<file path="src/design/rwcl_pkg.sv">
`timescale 1ns / 1ps
// Shared types, codes and sizes for the reader/writer/certify lock table.
// No dependencies; every file but rwcl_ram takes names from here by scope.
package rwcl_pkg;

  localparam int ENTRY_COUNT = 1024;
  localparam int MAX_READERS = 255;

  localparam int ADDR_W  = $clog2(ENTRY_COUNT);
  localparam int COUNT_W = $clog2(MAX_READERS + 1);
  localparam int ENTRY_W = COUNT_W + 2;

  localparam int KIND_W   = 3;
  localparam int SLOT_W   = 10;
  localparam int STATUS_W = 2;
  localparam int RDOUT_W  = 8;

  // request kinds
  localparam logic [KIND_W-1:0] KIND_RD_ACQ  = 3'd0;
  localparam logic [KIND_W-1:0] KIND_WR_ACQ  = 3'd1;
  localparam logic [KIND_W-1:0] KIND_CERT    = 3'd2;
  localparam logic [KIND_W-1:0] KIND_RD_REL  = 3'd3;
  localparam logic [KIND_W-1:0] KIND_WR_REL  = 3'd4;
  localparam logic [KIND_W-1:0] KIND_CERT_REL = 3'd5;

  // result status codes
  localparam logic [STATUS_W-1:0] ST_OK     = 2'd0;
  localparam logic [STATUS_W-1:0] ST_ABORT  = 2'd1;
  localparam logic [STATUS_W-1:0] ST_MISUSE = 2'd2;

  typedef struct packed {
    logic [KIND_W-1:0] kind;
    logic [SLOT_W-1:0] slot;
  } req_t;

  typedef struct packed {
    logic [STATUS_W-1:0] status;
    logic [RDOUT_W-1:0]  readers_now;
    logic                write_held;
    logic                certified_now;
  } rsp_t;

  typedef struct packed {
    logic [COUNT_W-1:0] count;
    logic               wl;
    logic               cb;
  } entry_t;

endpackage

</file>
<file path="src/design/rwcl_lock_unit.sv">
`timescale 1ns / 1ps
// Lock decision logic: applies one request kind to one entry.
// Depends on rwcl_pkg.
module rwcl_lock_unit (
  input  logic [rwcl_pkg::KIND_W-1:0]   kind,
  input  rwcl_pkg::entry_t              cur,
  output rwcl_pkg::entry_t              upd,
  output logic [rwcl_pkg::STATUS_W-1:0] status
);

  always_comb begin
    upd    = cur;
    status = rwcl_pkg::ST_MISUSE;
    case (kind)
      rwcl_pkg::KIND_RD_ACQ: begin
        if (cur.cb || (int'(cur.count) >= rwcl_pkg::MAX_READERS)) begin
          status = rwcl_pkg::ST_ABORT;
        end else begin
          upd.count = cur.count + 1'b1;
          status    = rwcl_pkg::ST_OK;
        end
      end
      rwcl_pkg::KIND_WR_ACQ: begin
        if (cur.wl) begin
          status = rwcl_pkg::ST_ABORT;
        end else begin
          upd.wl = 1'b1;
          status = rwcl_pkg::ST_OK;
        end
      end
      rwcl_pkg::KIND_CERT: begin
        if (!cur.wl) begin
          status = rwcl_pkg::ST_MISUSE;
        end else if (cur.count != '0) begin
          status = rwcl_pkg::ST_ABORT;
        end else begin
          upd.cb = 1'b1;
          status = rwcl_pkg::ST_OK;
        end
      end
      rwcl_pkg::KIND_RD_REL: begin
        if (cur.count == '0) begin
          status = rwcl_pkg::ST_MISUSE;
        end else begin
          upd.count = cur.count - 1'b1;
          status    = rwcl_pkg::ST_OK;
        end
      end
      rwcl_pkg::KIND_WR_REL: begin
        if (!cur.wl) begin
          status = rwcl_pkg::ST_MISUSE;
        end else begin
          upd.wl = 1'b0;
          upd.cb = 1'b0;
          status = rwcl_pkg::ST_OK;
        end
      end
      rwcl_pkg::KIND_CERT_REL: begin
        if (!cur.cb) begin
          status = rwcl_pkg::ST_MISUSE;
        end else begin
          upd.wl = 1'b0;
          upd.cb = 1'b0;
          status = rwcl_pkg::ST_OK;
        end
      end
      default: begin
        status = rwcl_pkg::ST_MISUSE;
      end
    endcase
  end

endmodule

</file>
<file path="config.mk">
export PLATFORM = sky130hd
export DESIGN_NAME = rwcl_lock_unit
export DESIGN_NICKNAME = d
export VERILOG_FILES = /design/src/design/rwcl_pkg.sv /design/src/design/rwcl_lock_unit.sv
export SDC_FILE = /design/constraint.sdc
export NUM_CORES = 1
export LEC_CHECK = 0
export ABC_AREA = 0
export BUFFER_PORTS_ARGS = -buffer_cell sky130_fd_sc_hd__buf_2
export CAP_MARGIN = 30
export CORE_AREA = 2 2 39 41
export DETAILED_ROUTE_END_ITERATION = 7
export DIE_AREA = 0 0 41 43
export GPL_TIMING_DRIVEN = 0
export PLACE_DENSITY = 0.82
export SLEW_MARGIN = 30
export SYNTH_ARGS = -nofsm -noshare
export SYNTH_HDL_FRONTEND = slang
export SYNTH_SLANG_ARGS = --single-unit
</file>
<file path="constraint.sdc">
create_clock -name vclk -period 3.45
set_input_delay 0.345 -clock vclk [all_inputs]
set_output_delay 0.345 -clock vclk [all_outputs]
set_load 0.005 [all_outputs]
</file>
Yosys cells after proc, flatten, opt, wreduce, memory -nomap -nowiden
Cells that the tools add are included.
{ "op_classes": {"muxes": 17, "n_eq_ne": 5, "addsub": 2, "reduce_logical": 4, "magnitude_cmp": 1} }
{ "ops": {"columns": ["operator", "n"], "rows": [
  ["8-bit two-way mux", 2],
  ["8-bit one-hot mux with 2 select lines", 1],
  ["2-bit one-hot mux with 6 select lines", 1],
  ["2-bit two-way mux", 5],
  ["8-bit by 1-bit adder with 8-bit output (second input constant)", 1],
  ["8-bit greater-or-equal comparator (second input constant)", 1],
  ["8-bit zero test", 1],
  ["8-bit nonzero test", 1],
  ["8-bit by 1-bit subtractor with 8-bit output (second input constant)", 1],
  ["3-bit by 2-bit equality test with 1-bit output (second input constant)", 2],
  ["3-bit equality test (second input constant)", 2],
  ["1-bit two-way mux", 6],
  ["1-bit one-hot mux with 3 select lines", 2],
  ["3-bit by 1-bit equality test with 1-bit output (second input constant)", 1],
  ["3-bit zero test", 1],
  ["1-bit logical OR", 1]
]} }
{ "word_totals": {"wordCells": 29, "regBits": 0, "inputBits": 13} }

Depth between registers and ports, before layout
{ "logic_depth": {"ltp_word": 4, "ltp_mapped": 6} }

Worst setup path after synthesis
OpenSTA, ideal clock, no wires.
{ "synth_timing": {"path_type": "in2out", "startpoint": "input port cur[2] (netlist bit)", "endpoint": "output port upd[7] (netlist bit)", "path_stages": 5, "n_path_buf": 0, "path_slack_ns": 1.697, "t_arrival_ns": 1.408, "path_cell_list": "ha_1 and4_1 a211o_1 a221oi_2 o32ai_1"} }
{ "synth_rtl": {"columns": ["item", "line", "text"], "rows": [
  ["start: declaration", "rwcl_lock_unit.sv:6", "input rwcl_pkg::entry_t cur,"],
  ["end: declaration", "rwcl_lock_unit.sv:7", "output rwcl_pkg::entry_t upd,"]
]} }

==> flow_metrics.tcl <==
set metrics [dict create \
    diodes 0 \
    path_class "input pin to output pin" \
    crit_start "cur[2]" \
    syn_area_um2 709 \
    critPathRequiredTime_ps 3110 \
    setup_tns_ps 0 \
    die_area_um2 1760 \
    final_nets 139 \
    holdWs_ps 1030 \
    holdBufCountCts 0 \
    max_cap_violations 0 \
    coreArea_um2 1380 \
    via_per_inst 6.44 \
    routed_wl_um 1880 \
    yosysWarnings 0 \
    layout_commonest_cell "buf_2" \
    cp.arrival_ps 1880 \
    drc_errors 0 \
    fmax_mhz 450 \
    grt_usage_pct 23.1 \
    leakage_nw 0.341 \
    initial_utilization_pct 51.3 \
    met2_length_um 880 \
    rows 14 \
    status "completed" \
    fin_crit_ps 2220 \
    met1_length_um 802 \
    fin_crit_sh_pct 64.5 \
    hpwl_um 1440 \
    syn_inst 100 \
    grt_max_degree 11 \
    grt_pass1_wl_um 3070 \
    routed.top_layer "met4" \
    slew_headroom_pct 66.3 \
    yosysSeqAreaShare_pct 0 \
    die_y_um 43 \
    seq_area_um2 0 \
    nClkBuffers 0 \
    antenna_found_initial 0 \
    vdd_drop_max_mv 0.0561 \
    hold_class "input pin to output pin" \
    cp-end-kind "output pin" \
    slew_viol_final 0 \
    final_cell_mix "24 x buf_2, 8 x a21oi_1, 6 x nand2_1" \
    area_growth_pct 17.6 \
    multi_input_area_um2 634 \
    total_power_w 0.0000877 \
    drtPass1Iterations 4 \
    ant_nets 0 \
    grt-ovfl-total 0 \
    nFillCells 133 \
    wl_met3_um 139 \
    die_width_um 41 \
    layout-drive-gt1-share_pct 31.4 \
    rsz0062_at_grt "false" \
    nFlopsAndLatches 0 \
    vias 882 \
    min-delay-start "cur[2]" \
    grt_pass1_vias 759 \
    crit_fanout 7 \
    placed_area_um2 835 \
    worst_pin_slew_ps 505 \
    port_buffers 21 \
    cts_resized 0 \
    stdcell_area_um2 835 \
    drt_iter0_drc 35 \
    cts_setup_buffers 0 \
    wl_per_cell_um 13.7 \
    synth.distinct_cells 43 \
    power.density_nw_per_um2 105 \
    avgSynthCellArea_um2 7.09 \
    setup_violations 0 \
    syn_nets 116 \
    io_pins 25 \
    place_inst 137 \
    final_cells 137 \
    hold_viol 0 \
    routabilityCongestion 0.839 \
    crit_path_start_kind "input pin" \
]
[per-stage QoR]
stage	utilization (%)	setup WS, ps
after global placement	60.3	1280
final	60.3	1230
after CTS	60.3	1240
after detailed placement	60.3	1250
after floorplan	-	1700
after global routing	60.3	1100
[cell usage after synthesis, types with 2 or more instances]
cell / count / area share, %
a21oi_1: 8 / 5.6
nand2_1: 6 / 3.2
a31oi_1: 5 / 4.4
inv_1: 5 / 2.6
nand2b_1: 5 / 4.4
nor2_1: 5 / 2.6
nor3_1: 4 / 2.8
o21ai_0: 4 / 2.8
a211oi_1: 3 / 3.2
buf_2: 3 / 2.1
buf_6: 3 / 4.8
ha_1: 3 / 5.3
nand3b_1: 3 / 3.2
nor3_2: 3 / 4.2
o31ai_1: 3 / 3.2
a211oi_2: 2 / 3.5
a221oi_1: 2 / 2.5
and2_1: 2 / 1.8
and3_1: 2 / 1.8
clkbuf_1: 2 / 1.1
nand3_1: 2 / 1.4
o21a_1: 2 / 2.1
o2bb2ai_1: 2 / 2.5
xnor2_1: 2 / 2.5
[routing by layer]
metal / up-vias / global-route usage, %
met5: - / 0
met4: 0 / 9.33
met3: 10 / 1.05
met2: 49 / 35.6
met1: 391 / 32.0
li1: 432 / -
[worst max-delay path, stage by stage]
cell	delay (ps)
buf_2	140
inv_1	90
ha_1	190
nor4b_4	380
a21oi_2	190
a221oi_1	310
a31oi_1	90
buf_2	140
[power breakdown]
group	leakage [nW]	internal, W	switching, W	total [W]
sequential	0	0	0	0
combinational	0.341	0.0000384	0.0000493	0.0000877
clock	0	0	0	0
total	0.341	0.0000384	0.0000493	0.0000877
[area by class of cell]
cell class                      count  area share, %
Multi-Input combinational cell     87           76.0
Timing Repair Buffer               21           12.6
Buffer                              8           6.75
Tap cell                           16           2.40
Inverter                            5           2.25
[kinds of logic (layout without fill, tap and decap cells)]
| family | Yosys count | after routing | synth area share (%) |
|---|---|---|---|
| AND/OR/NAND/NOR | 42 | 42 | 39.5 |
| AO/OA/AOI/OAI | 40 | 40 | 42.2 |
| buffers and inverters | 13 | 34 | 10.6 |
| adder cells (fa/ha/maj) | 3 | 3 | 5.29 |
| XOR/XNOR | 2 | 2 | 2.47 |
[final timing paths]
| kind | depth (start not counted) | slack (ps) | end |
|---|---|---|---|
| worst min-delay path | 3 | 1030 | upd[2] |
| worst max-delay path | 8 | 1230 | upd[9] |
Note: power is estimated with default switching activity, not from simulation.
