<file path="src/design/rwcl_ram.sv">
`timescale 1ns / 1ps
// Generic simple dual-port RAM: one write port, one read port, registered read.
// No dependencies.
module rwcl_ram #(
  parameter int WIDTH = 8,
  parameter int DEPTH = 16
) (
  input  logic                     clk,
  input  logic                     we,
  input  logic [$clog2(DEPTH)-1:0] waddr,
  input  logic [WIDTH-1:0]         wdata,
  input  logic [$clog2(DEPTH)-1:0] raddr,
  output logic [WIDTH-1:0]         rdata
);

  logic [WIDTH-1:0] mem [DEPTH];

  always_ff @(posedge clk) begin
    if (we) begin
      mem[waddr] <= wdata;
    end
    rdata <= mem[raddr];
  end

endmodule

</file>
<file path="config.mk">
export PLATFORM = sky130hd
export DESIGN_NAME = rwcl_ram
export DESIGN_NICKNAME = d
export VERILOG_FILES = /design/src/design/rwcl_ram.sv
export SDC_FILE = /design/constraint.sdc
export NUM_CORES = 1
export LEC_CHECK = 0
export ABC_AREA = 1
export BUFFER_PORTS_ARGS = -buffer_cell sky130_fd_sc_hd__buf_2
export CORE_MARGIN = 4
export CORE_UTILIZATION = 55
export CTS_BUF_LIST = sky130_fd_sc_hd__clkbuf_4 sky130_fd_sc_hd__clkbuf_8 sky130_fd_sc_hd__clkbuf_16
export DETAILED_ROUTE_END_ITERATION = 7
export GPL_ROUTABILITY_DRIVEN = 0
export PLACE_DENSITY = 0.75
export SYNTH_ARGS = -nofsm -noshare
export SYNTH_HDL_FRONTEND = slang
export SYNTH_SLANG_ARGS = --single-unit
</file>
<file path="constraint.sdc">
create_clock -name clk -period 1.5 [get_ports clk]
set_input_delay 0.15 -clock clk [delete_from_list [all_inputs] [get_ports clk]]
set_output_delay 0.15 -clock clk [all_outputs]
set_load 0.01 [all_outputs]
</file>
After elaboration in Yosys (flattened, before gate mapping)
Memory sizes are Yosys's and may differ from the RTL's. A register that Yosys moved wholly into a read port is not among the register bits.
Index checks and enable logic that the tools add are counted.
{ "word_totals": {"register_bits": 0, "ram_bits": 128, "input_bits": 18, "out_inout_bits": 8, "word_cells": 3, "mem_count": 1} }
{ "memory_table": {"columns": ["memory", "depth", "word_bits", "rd", "rd_ports_with_merged_regs", "write_ports", "line", "source"], "rows": [
  ["mem", 16, 8, 1, 1, 1, "16", "logic [WIDTH-1:0] mem [DEPTH];"]
]} }
{ "classes": {"muxes": 2} }
{ "op_table": {"columns": ["op", "n"], "rows": [
  ["two-way mux 1 bit", 2]
]} }

Logic depth before layout (Yosys ltp)
Gate-level depths: netlist of the first run.
{ "logic_depth": {"word_depth": 2, "ltp_mapped": 8, "depth_no_buf": 7} }

Worst setup path after synthesis of the first run
No wires, ideal clock.
{ "synth_timing": {"path_kind": "input to register", "from": "in waddr[2]", "to": "mem mem[10][0], enable pin", "setup_ps": 370, "t_arrival_ps": 731, "t_required_ps": 1130, "path_slack_ps": 399, "cell_stages": 2, "path_buffers": 0, "path_cell_list": "nand3b_1 > nor2_1"} }
{ "synth_lines": {"columns": ["element", "line", "source"], "rows": [
  ["from (decl)", "10", "input logic [$clog2(DEPTH)-1:0] waddr,"],
  ["to (decl)", "16", null]
]} }
Straight into the memory's write port.

Final worst setup path of the first run
{ "layout_timing": {"from": "reg rdata[4], read port of mem", "to": "out rdata[4]"} }
{ "layout_lines": {"columns": ["element", "line", "source"], "rows": [
  ["from (decl)", "13", "output logic [WIDTH-1:0] rdata"]
]} }
No word-level cell between the ends.

==> summary.md, run 1 <==
| Metric | Value |
|---|---|
| Status | `complete, no violations` |
| Final Slew Violations | `0` |
| Synth Warn # | `0` |
| CP max stage cell | `dfxtp_1` |
| Post-route ant nets | `0` |
| Root buf cell | `clkbuf_8` |
| Hold wc startpoint | `wdata[1]` |
| Post-Syn Area per Cell | `around 10 sq um` |
| Antenna violations before repair | `0` |
| Seq/Total Area, Yosys | `a little over two thirds` |
| Min-delay worst type | `input pin to flop` |
| Vias in the first global route | `between 3000 and 4000` |
| Remaining DRCs | `0` |
| H-Tree Depth | `4` |
| Initial DRC Count | `333` |
| Post-Synthesis Cells | `between 500 and 600` |
| DR WL/cell | `around 17 microns` |
| Hold Path End | `mem[9][1]` |
| CP Class | `flop to primary output` |
| Largest net degree at the start of global routing | `65` |
| Period utilisation layout | `between 80% and 90%` |
| Drt total wl | `between 10000 and 15000 microns` |
| RSZ-0062 raised after global routing | `false` |
| Post-layout util | `66.40%` |
| Final Critical Period | `between 1 and 1.5 ns` |
| Leak Pwr | `roughly 3 nW` |
| Crit path buf inv count | `1` |
| Die W | `approximately 110 microns` |
| Vias/cell | `5.243` |
| Height of the chip | `110.4 microns` |
| Worst Path Arrival | `~1.1 ns` |
| Reg clk slew, reported paths | `~0.06 ns` |
| Worst-Margin Slew | `between 0.5 and 0.6 ns` |
| Reg2reg end | `rdata[2]` |
| Final setup vio count | `0` |
| DP Wirelength | `between 7000 and 8000 microns` |
| Rel. slew slack | `between 60 and 70%` |
| Std cell rows | `37` |
| Die footprint | `12190 sq um` |
| Most common cell after layout, fill and taps aside | `nand2_1` |
| First-pass GRT wire length | `between 15000 and 20000 microns` |
| R2r worst-path depth | `6` |
| Mapped Nets | `around 570` |
| Startpoint Class | `flop` |
| Vias | `about 3900` |
| I/O Buffers | `25` |
| I/O pin total | `26` |
| CP endpoint kind | `primary output` |
| Worst path max stage delay | `roughly 0.38 ns` |
| Drt pass-1 iters | `5` |
| Worst VDD drop | `roughly 1.1 mV` |
| Setup Skew | `a little under 0.006 ns` |
| CTS Buf Count | `17` |
| Initial Utilization | `56.11%` |
| Max Cap Violations | `0` |
| Most frequent cells in the layout | `nand2_1 (173), edfxtp_1 (128), inv_1 (100)` |
| Share of layout cells above drive strength 1 | `13.20%` |
| Area Overhead vs Synth | `18.33%` |
| Core footprint | `roughly 10000 sq um` |
| Global Route Usage Sum | `between 20% and 30%` |
| Max clock buf depth | `2` |
| CP delay by family, top | `flip-flops` |
| R2r setup slk | `between 0.4 and 0.5 ns` |
| FF+latch count, synth | `roughly 140` |
| Worst-Skew Late Latency | `between 0.5 and 0.6 ns` |
| CP max FO | `1` |
| Setup TNS | `0 ns` |
| Fin Hold WS | `between 0.04 and 0.05 ns` |
| Req. time, crit path | `approximately 1.4 ns` |
| Post-Syn Area | `between 5000 and 6000 sq um` |
| CTS Sinks | `136` |
| Nets | `between 600 and 700` |
| Fin. Hold Viols | `0` |
| Gr ovfl total | `0` |
| Highest clock rate | `between 800 and 900 MHz` |
| CTS tree | `done` |
| Pwr dens | `~1400 nW/um^2` |
| R2R Path Start | `mem[2][2]` |
| Unique masters post-synth | `12` |
| Post-CTS setup repair buffer count | `0` |
| Design Power | `between 0.009 and 0.01 W` |
| Cts repair resizes | `0` |
| N_diodes | `0` |
| Hold Path Depth | `1` |
| CP Cell Sequence | `buf_2` |
-- logic make-up after synthesis --
| family | Yosys count | synth area share [%] |
|---|---|---|
| buffers and inverters | 126 | 9.525 |
| flip-flops | 136 | 69.43 |
| AND/OR/NAND/NOR | 289 | 21.05 |
-- sequential cells by signal (all words and copies together) (netlist names) --
name   flops
mem      128
rdata      8
-- Yosys cell counts, drive strengths merged --
cell type	count	share of area, %
nor2	17	1.1
nand3b	2	0.26
buf	24	2.9
nand3	97	8.4
dfxtp	8	2.8
inv	102	6.6
nand2	173	11
edfxtp	128	67
-- worst max-delay path by stage --
| stage | startpoint | end | slack, ns | depth (start not counted) |
|---|---|---|---|---|
| finish | rdata[4] | rdata[4] | 0.29 | 1 |
| CTS | rdata[4] | rdata[4] | 0.28 | 1 |
| global route | rdata[4] | rdata[4] | 0.25 | 1 |
| floorplan | waddr[2] | mem[10][0] | 0.40 | 2 |
| global placement | raddr[0] | rdata[2] | 0.21 | 8 |
| detailed placement | raddr[0] | rdata[2] | 0.20 | 8 |
-- final cells by class --
type                            instances  area (sq um)
Clock buffer                           20         455.4
Timing Repair Buffer                   47         330.3
Fill cell                             766          3453
Clock inverter                         12         267.8
Sequential cell                       136          4004
Inverter                              102         382.9
Multi-Input combinational cell        289          1214
Tap cell                              136         170.2
-- metrics by stage --
step | cells | setup WS, ns | instance area (sq um)
global route | 742 | 0.2540 | 6824
detailed placement | 709 | 0.2021 | 6091
finish | 742 | 0.2945 | 6824
CTS | 742 | 0.2827 | 6824
global placement | 709 | 0.2088 | 6091
floorplan | 551 | 0.3992 | 5767
-- repair_timing --
| action | in CTS | in global routing |
|---|---|---|
| hold buffers | 1 | 0 |
| endpoints found under the setup margin | 0 | 0 |
| hold endpoints to repair | 3 | 0 |
-- per-layer routing --
metal,GRT usage (%),wire length (microns),vias up
met3,6.407,978,33
met2,35.05,5953,172
met1,30.00,5197,1830
li1,-,-,1855
met4,10.64,410,0
met5,0,0,-
-- power breakdown --
| group | internal, W | switching [W] | leakage, nW | total (W) |
|---|---|---|---|---|
| logic | 0.000160 | 0.000370 | 1.42 | 0.000530 |
| clock network | 0.00350 | 0.00150 | 0.355 | 0.00500 |
| registers | 0.00425 | 0.0000278 | 1.22 | 0.00428 |
| total | 0.00791 | 0.00189 | 3.00 | 0.00981 |
Note: power is estimated with default switching activity, not from simulation.
==> run 2: changes to the inputs <==
==> config.mk (replaced) <==
export PLATFORM = sky130hd
export DESIGN_NAME = rwcl_ram
export DESIGN_NICKNAME = d
export VERILOG_FILES = /design/src/design/rwcl_ram.sv
export SDC_FILE = /design/constraint.sdc
export NUM_CORES = 1
export LEC_CHECK = 0
export ABC_AREA = 0
export BUFFER_PORTS_ARGS = -buffer_cell sky130_fd_sc_hd__buf_2
export CORE_MARGIN = 4
export CORE_UTILIZATION = 54
export CTS_BUF_LIST = sky130_fd_sc_hd__clkbuf_4 sky130_fd_sc_hd__clkbuf_8 sky130_fd_sc_hd__clkbuf_16
export DETAILED_ROUTE_END_ITERATION = 7
export GPL_ROUTABILITY_DRIVEN = 0
export PLACE_DENSITY = 0.77
export SYNTH_ARGS = -nofsm -noshare
export SYNTH_HDL_FRONTEND = slang
export SYNTH_SLANG_ARGS = --single-unit
==> constraint.sdc (replaced) <==
create_clock -name clk -period 1 [get_ports clk]
set_input_delay 0.1 -clock clk [delete_from_list [all_inputs] [get_ports clk]]
set_output_delay 0.1 -clock clk [all_outputs]
set_load 0.01 [all_outputs]
==> run 2 against run 1 <==
Compared with the run above:
- the run now ends with negative setup slack left
- area after synthesis is 11% lower
- clock skew is 0.0012 ns higher
- combinational power is 47% higher
- design area is 3.4% lower
- largest cell class unchanged
- highest routed layer unchanged
==> summary.md, run 2 <==
| Metric | Value |
|---|---|
| Final setup vio count | `16 (was 0)` |
| CTS Buf Count | `17 (unchanged)` |
| Remaining DRCs | `0 (unchanged)` |
| Dominant cell type by area after synthesis | `edfxtp_1 (unchanged)` |
| Worst Setup SP | `mem[10][5] (was rdata[4])` |
| Initial Utilization | `55.71% (was 56.11%)` |
| Finished Cell Area | `6589 sq um (was 6824 sq um)` |
| Met3 Usage GRT | `5.879% (was 6.407%)` |
| Leak Pwr | `2.207 nW (was 2.998 nW)` |
| Most common cell after layout, fill and taps aside | `edfxtp_1 (was nand2_1)` |
| Global Route Usage Sum | `20.54% (was 22.73%)` |
| Gr ovfl total | `0 (unchanged)` |
| Post-route ant nets | `0 (unchanged)` |
| Initial DRC Count | `252 (was 333)` |
| Main flop type after synthesis | `edfxtp_1 (unchanged)` |
| Placed cell area | `5824 sq um (was 6091 sq um)` |
| Met1 Usage GRT | `28.66% (was 30.00%)` |
| H-Tree Depth | `4 (unchanged)` |
| Share of layout cells above drive strength 1 | `47.13% (was 13.20%)` |
| Max clock buf depth | `2 (unchanged)` |
| Multi-input logic area | `1119 sq um (was 1214 sq um)` |
| RSZ-0062 raised after global routing | `true (was false)` |
| First-pass GRT wire length | `16260 microns (was 19750 microns)` |
| Worst-Skew Late Latency | `0.51 ns (was 0.52 ns)` |
| Worst VDD drop | `0.9490 mV (was 1.133 mV)` |
| Top reg by flops | `mem (unchanged)` |
| Biggest regs | `mem (128), rdata (8) (unchanged)` |
| Die W | `105.6 microns (was 110.4 microns)` |
| Die footprint | `11160 sq um (was 12190 sq um)` |
| Fillers | `535 (was 766)` |
| Req. time, crit path | `1.40 ns (was 1.35 ns)` |
| Period utilisation layout | `133.3%` |
| Min-delay worst type | `input pin to flop (unchanged)` |
| Largest net degree at the start of global routing | `20 (was 65)` |
| Synth top cells by count | `edfxtp_1 (128), mux4_2 (18), a22oi_1 (16), mux4_1 (14), nor2_1 (13) (was nand2_1 (173), edfxtp_1 (128), inv_1 (100), nand3_1 (97), nor2_1 (17))` |
| Final Critical Period | `1.333 ns` |
| Met2 usage | `32.19% (was 35.05%)` |
| CP endpoint kind | `flop (was primary output)` |
| EDFF count, synth | `128 (unchanged)` |
| Setup TNS | `-2.576 ns (was 0 ns)` |
| Share of the synthesized area in the top cell type | `74.67% (was 66.65%)` |
| Design Power | `0.01358 W (was 0.009806 W)` |
| Post-Syn Area | `5147 sq um (was 5767 sq um)` |
| Worst Path Arrival | `1.73 ns (was 1.06 ns)` |
| Fin Hold WS | `0.02222 ns (was 0.04367 ns)` |
| Failing checks | `negative setup slack` |
| Fin. Hold Viols | `0 (unchanged)` |
| Count leader, synth | `edfxtp_1 (was nand2_1)` |
| Unique masters post-synth | `19 (was 12)` |
| GR peak layer | `met2 (unchanged)` |
| Async set-reset flop share out of synthesis | `0% (unchanged)` |
| CTS Sinks | `136 (unchanged)` |
| Post-Synthesis Cells | `229 (was 551)` |
| FF+latch count, synth | `136 (unchanged)` |
| Status | `finished with violations (was complete, no violations)` |
| Rel. slew slack | `42.44% (was 62.17%)` |
| Vias | `2539 (was 3890)` |
| Seq/Total Area, Yosys | `77.78% (was 69.43%)` |
| Worst-Margin Slew | `0.8617 ns (was 0.5668 ns)` |
| R2R Path Start | `mem[10][5] (was mem[2][2])` |
| Root buf cell | `clkbuf_8 (unchanged)` |
| Antenna violations before repair | `0 (unchanged)` |
| I/O Buffers | `25 (unchanged)` |
| Reg clk slew, reported paths | `0.06 ns (about the same)` |
| Synth Warn # | `0 (unchanged)` |
| Area Overhead vs Synth | `28.00% (was 18.33%)` |
| Synth area leaders | `edfxtp_1 (75%), mux4_2 (7.9%), mux4_1 (7.1%) (was edfxtp_1 (67%), nand2_1 (11%), nand3_1 (8.4%))` |
| Max Cap Violations | `0 (unchanged)` |
| Nets | `319 (was 611)` |
| CP Class | `flop to flop (was flop to primary output)` |
| Startpoint Class | `flop (unchanged)` |
| DP Wirelength | `6307 microns (was 7729 microns)` |
| Most frequent cells in the layout | `edfxtp_1 (128), mux4_2 (32), buf_2 (19) (was nand2_1 (173), edfxtp_1 (128), inv_1 (100))` |
| DR WL/cell | `23.13 microns (was 16.90 microns)` |
| Hold wc startpoint | `wdata[5] (was wdata[1])` |
| Height of the chip | `105.6 microns (was 110.4 microns)` |
| Drt total wl | `10250 microns (was 12540 microns)` |
| Drt pass-1 iters | `5 (unchanged)` |
| Pwr dens | `2061 nW/um^2 (was 1437 nW/um^2)` |
| CP max FO | `1 (unchanged)` |
| Core footprint | `9240 sq um (was 10280 sq um)` |
| Std cell rows | `35 (was 37)` |
| I/O pin total | `26 (unchanged)` |
| Final Slew Violations | `0 (unchanged)` |
| N_diodes | `0 (unchanged)` |
| Register area | `4011 sq um (was 4004 sq um)` |
| Setup Skew | `0.006983 ns (was 0.005801 ns)` |
| Vias in the first global route | `2754 (was 3701)` |
| CTS tree | `done (unchanged)` |
| Highest clock rate | `roughly 750 MHz` |
| Setup ws final | `-0.3330 ns (was 0.2945 ns)` |
| Mapped Nets | `247 (was 569)` |
| Post-layout util | `71.31% (was 66.40%)` |
| Max reg flops | `128 (unchanged)` |
| Post-Syn Area per Cell | `22.48 sq um (was 10.47 sq um)` |
| Vias/cell | `5.731 (was 5.243)` |
[run 2: stage by stage]
step	worst slack, ns	std cells
detailed placement	-0.5256	404
floorplan	-0.2030	229
global route	-0.3583	443
CTS	-0.3011	443
finish	-0.3330	443
global placement	-0.4764	404
[run 2: final cells by class]
class,count,area share [%]
Clock buffer,20,6.722
Tap cell,129,2.450
Sequential cell,136,60.88
Timing Repair Buffer,63,10.29
Multi-Input combinational cell,83,16.98
Clock inverter,12,2.678
[run 2: per-layer routing]
| metal | part of all wire, % | vias up |
|---|---|---|
| li1 | - | 1107 |
| met1 | 41 | 1328 |
| met2 | 51 | 89 |
| met3 | 6.8 | 15 |
| met4 | 1.3 | 0 |
| met5 | 0 | - |
[run 2: kinds of logic after synthesis]
group / count (synthesis) / synth area share [%]
DFF: 136 / 77.78
and+or+nand+nor: 35 / 3.184
muxes: 32 / 15.02
AOI/OAI and AO/OA: 16 / 2.334
buffers and inverters: 10 / 1.677
[run 2: final timing paths]
| path | slack [ns] | to | cells after the start |
|---|---|---|---|
| max reg2reg | -0.33 | rdata[5] | 3 |
| max | -0.33 | rdata[5] | 3 |
| min reg2reg | 0.67 | rdata[0] | 3 |
| min | 0.02 | mem[14][5] | 1 |
[run 2: power breakdown]
part	internal (W)	leakage (nW)	total [W]	switching [W]
Sequential	0.00638	1.22	0.00643	0.0000515
Combinational	0.000384	0.681	0.000780	0.000396
Clock	0.00416	0.302	0.00636	0.00220
Total	0.0109	2.21	0.0136	0.00265
[run 2: what timing repair did]
| item | CTS | global route |
|---|---|---|
| hold buffers | 7 | 0 |
| setup endpoints to repair | 16 | 16 |
| endpoints found under the hold margin | 109 | 0 |
| resized for setup | 11 | 7 |
| buffers inserted | 0 | 0 |
| cloned | 0 | 0 |
| pin swaps | 1 | 1 |
[run 2: worst max-delay path, stage by stage (launching register included)]
cell and delay (ns):
edfxtp_1 0.38, mux4_2 0.52, a22oi_2 0.24, nand2_1 0.07
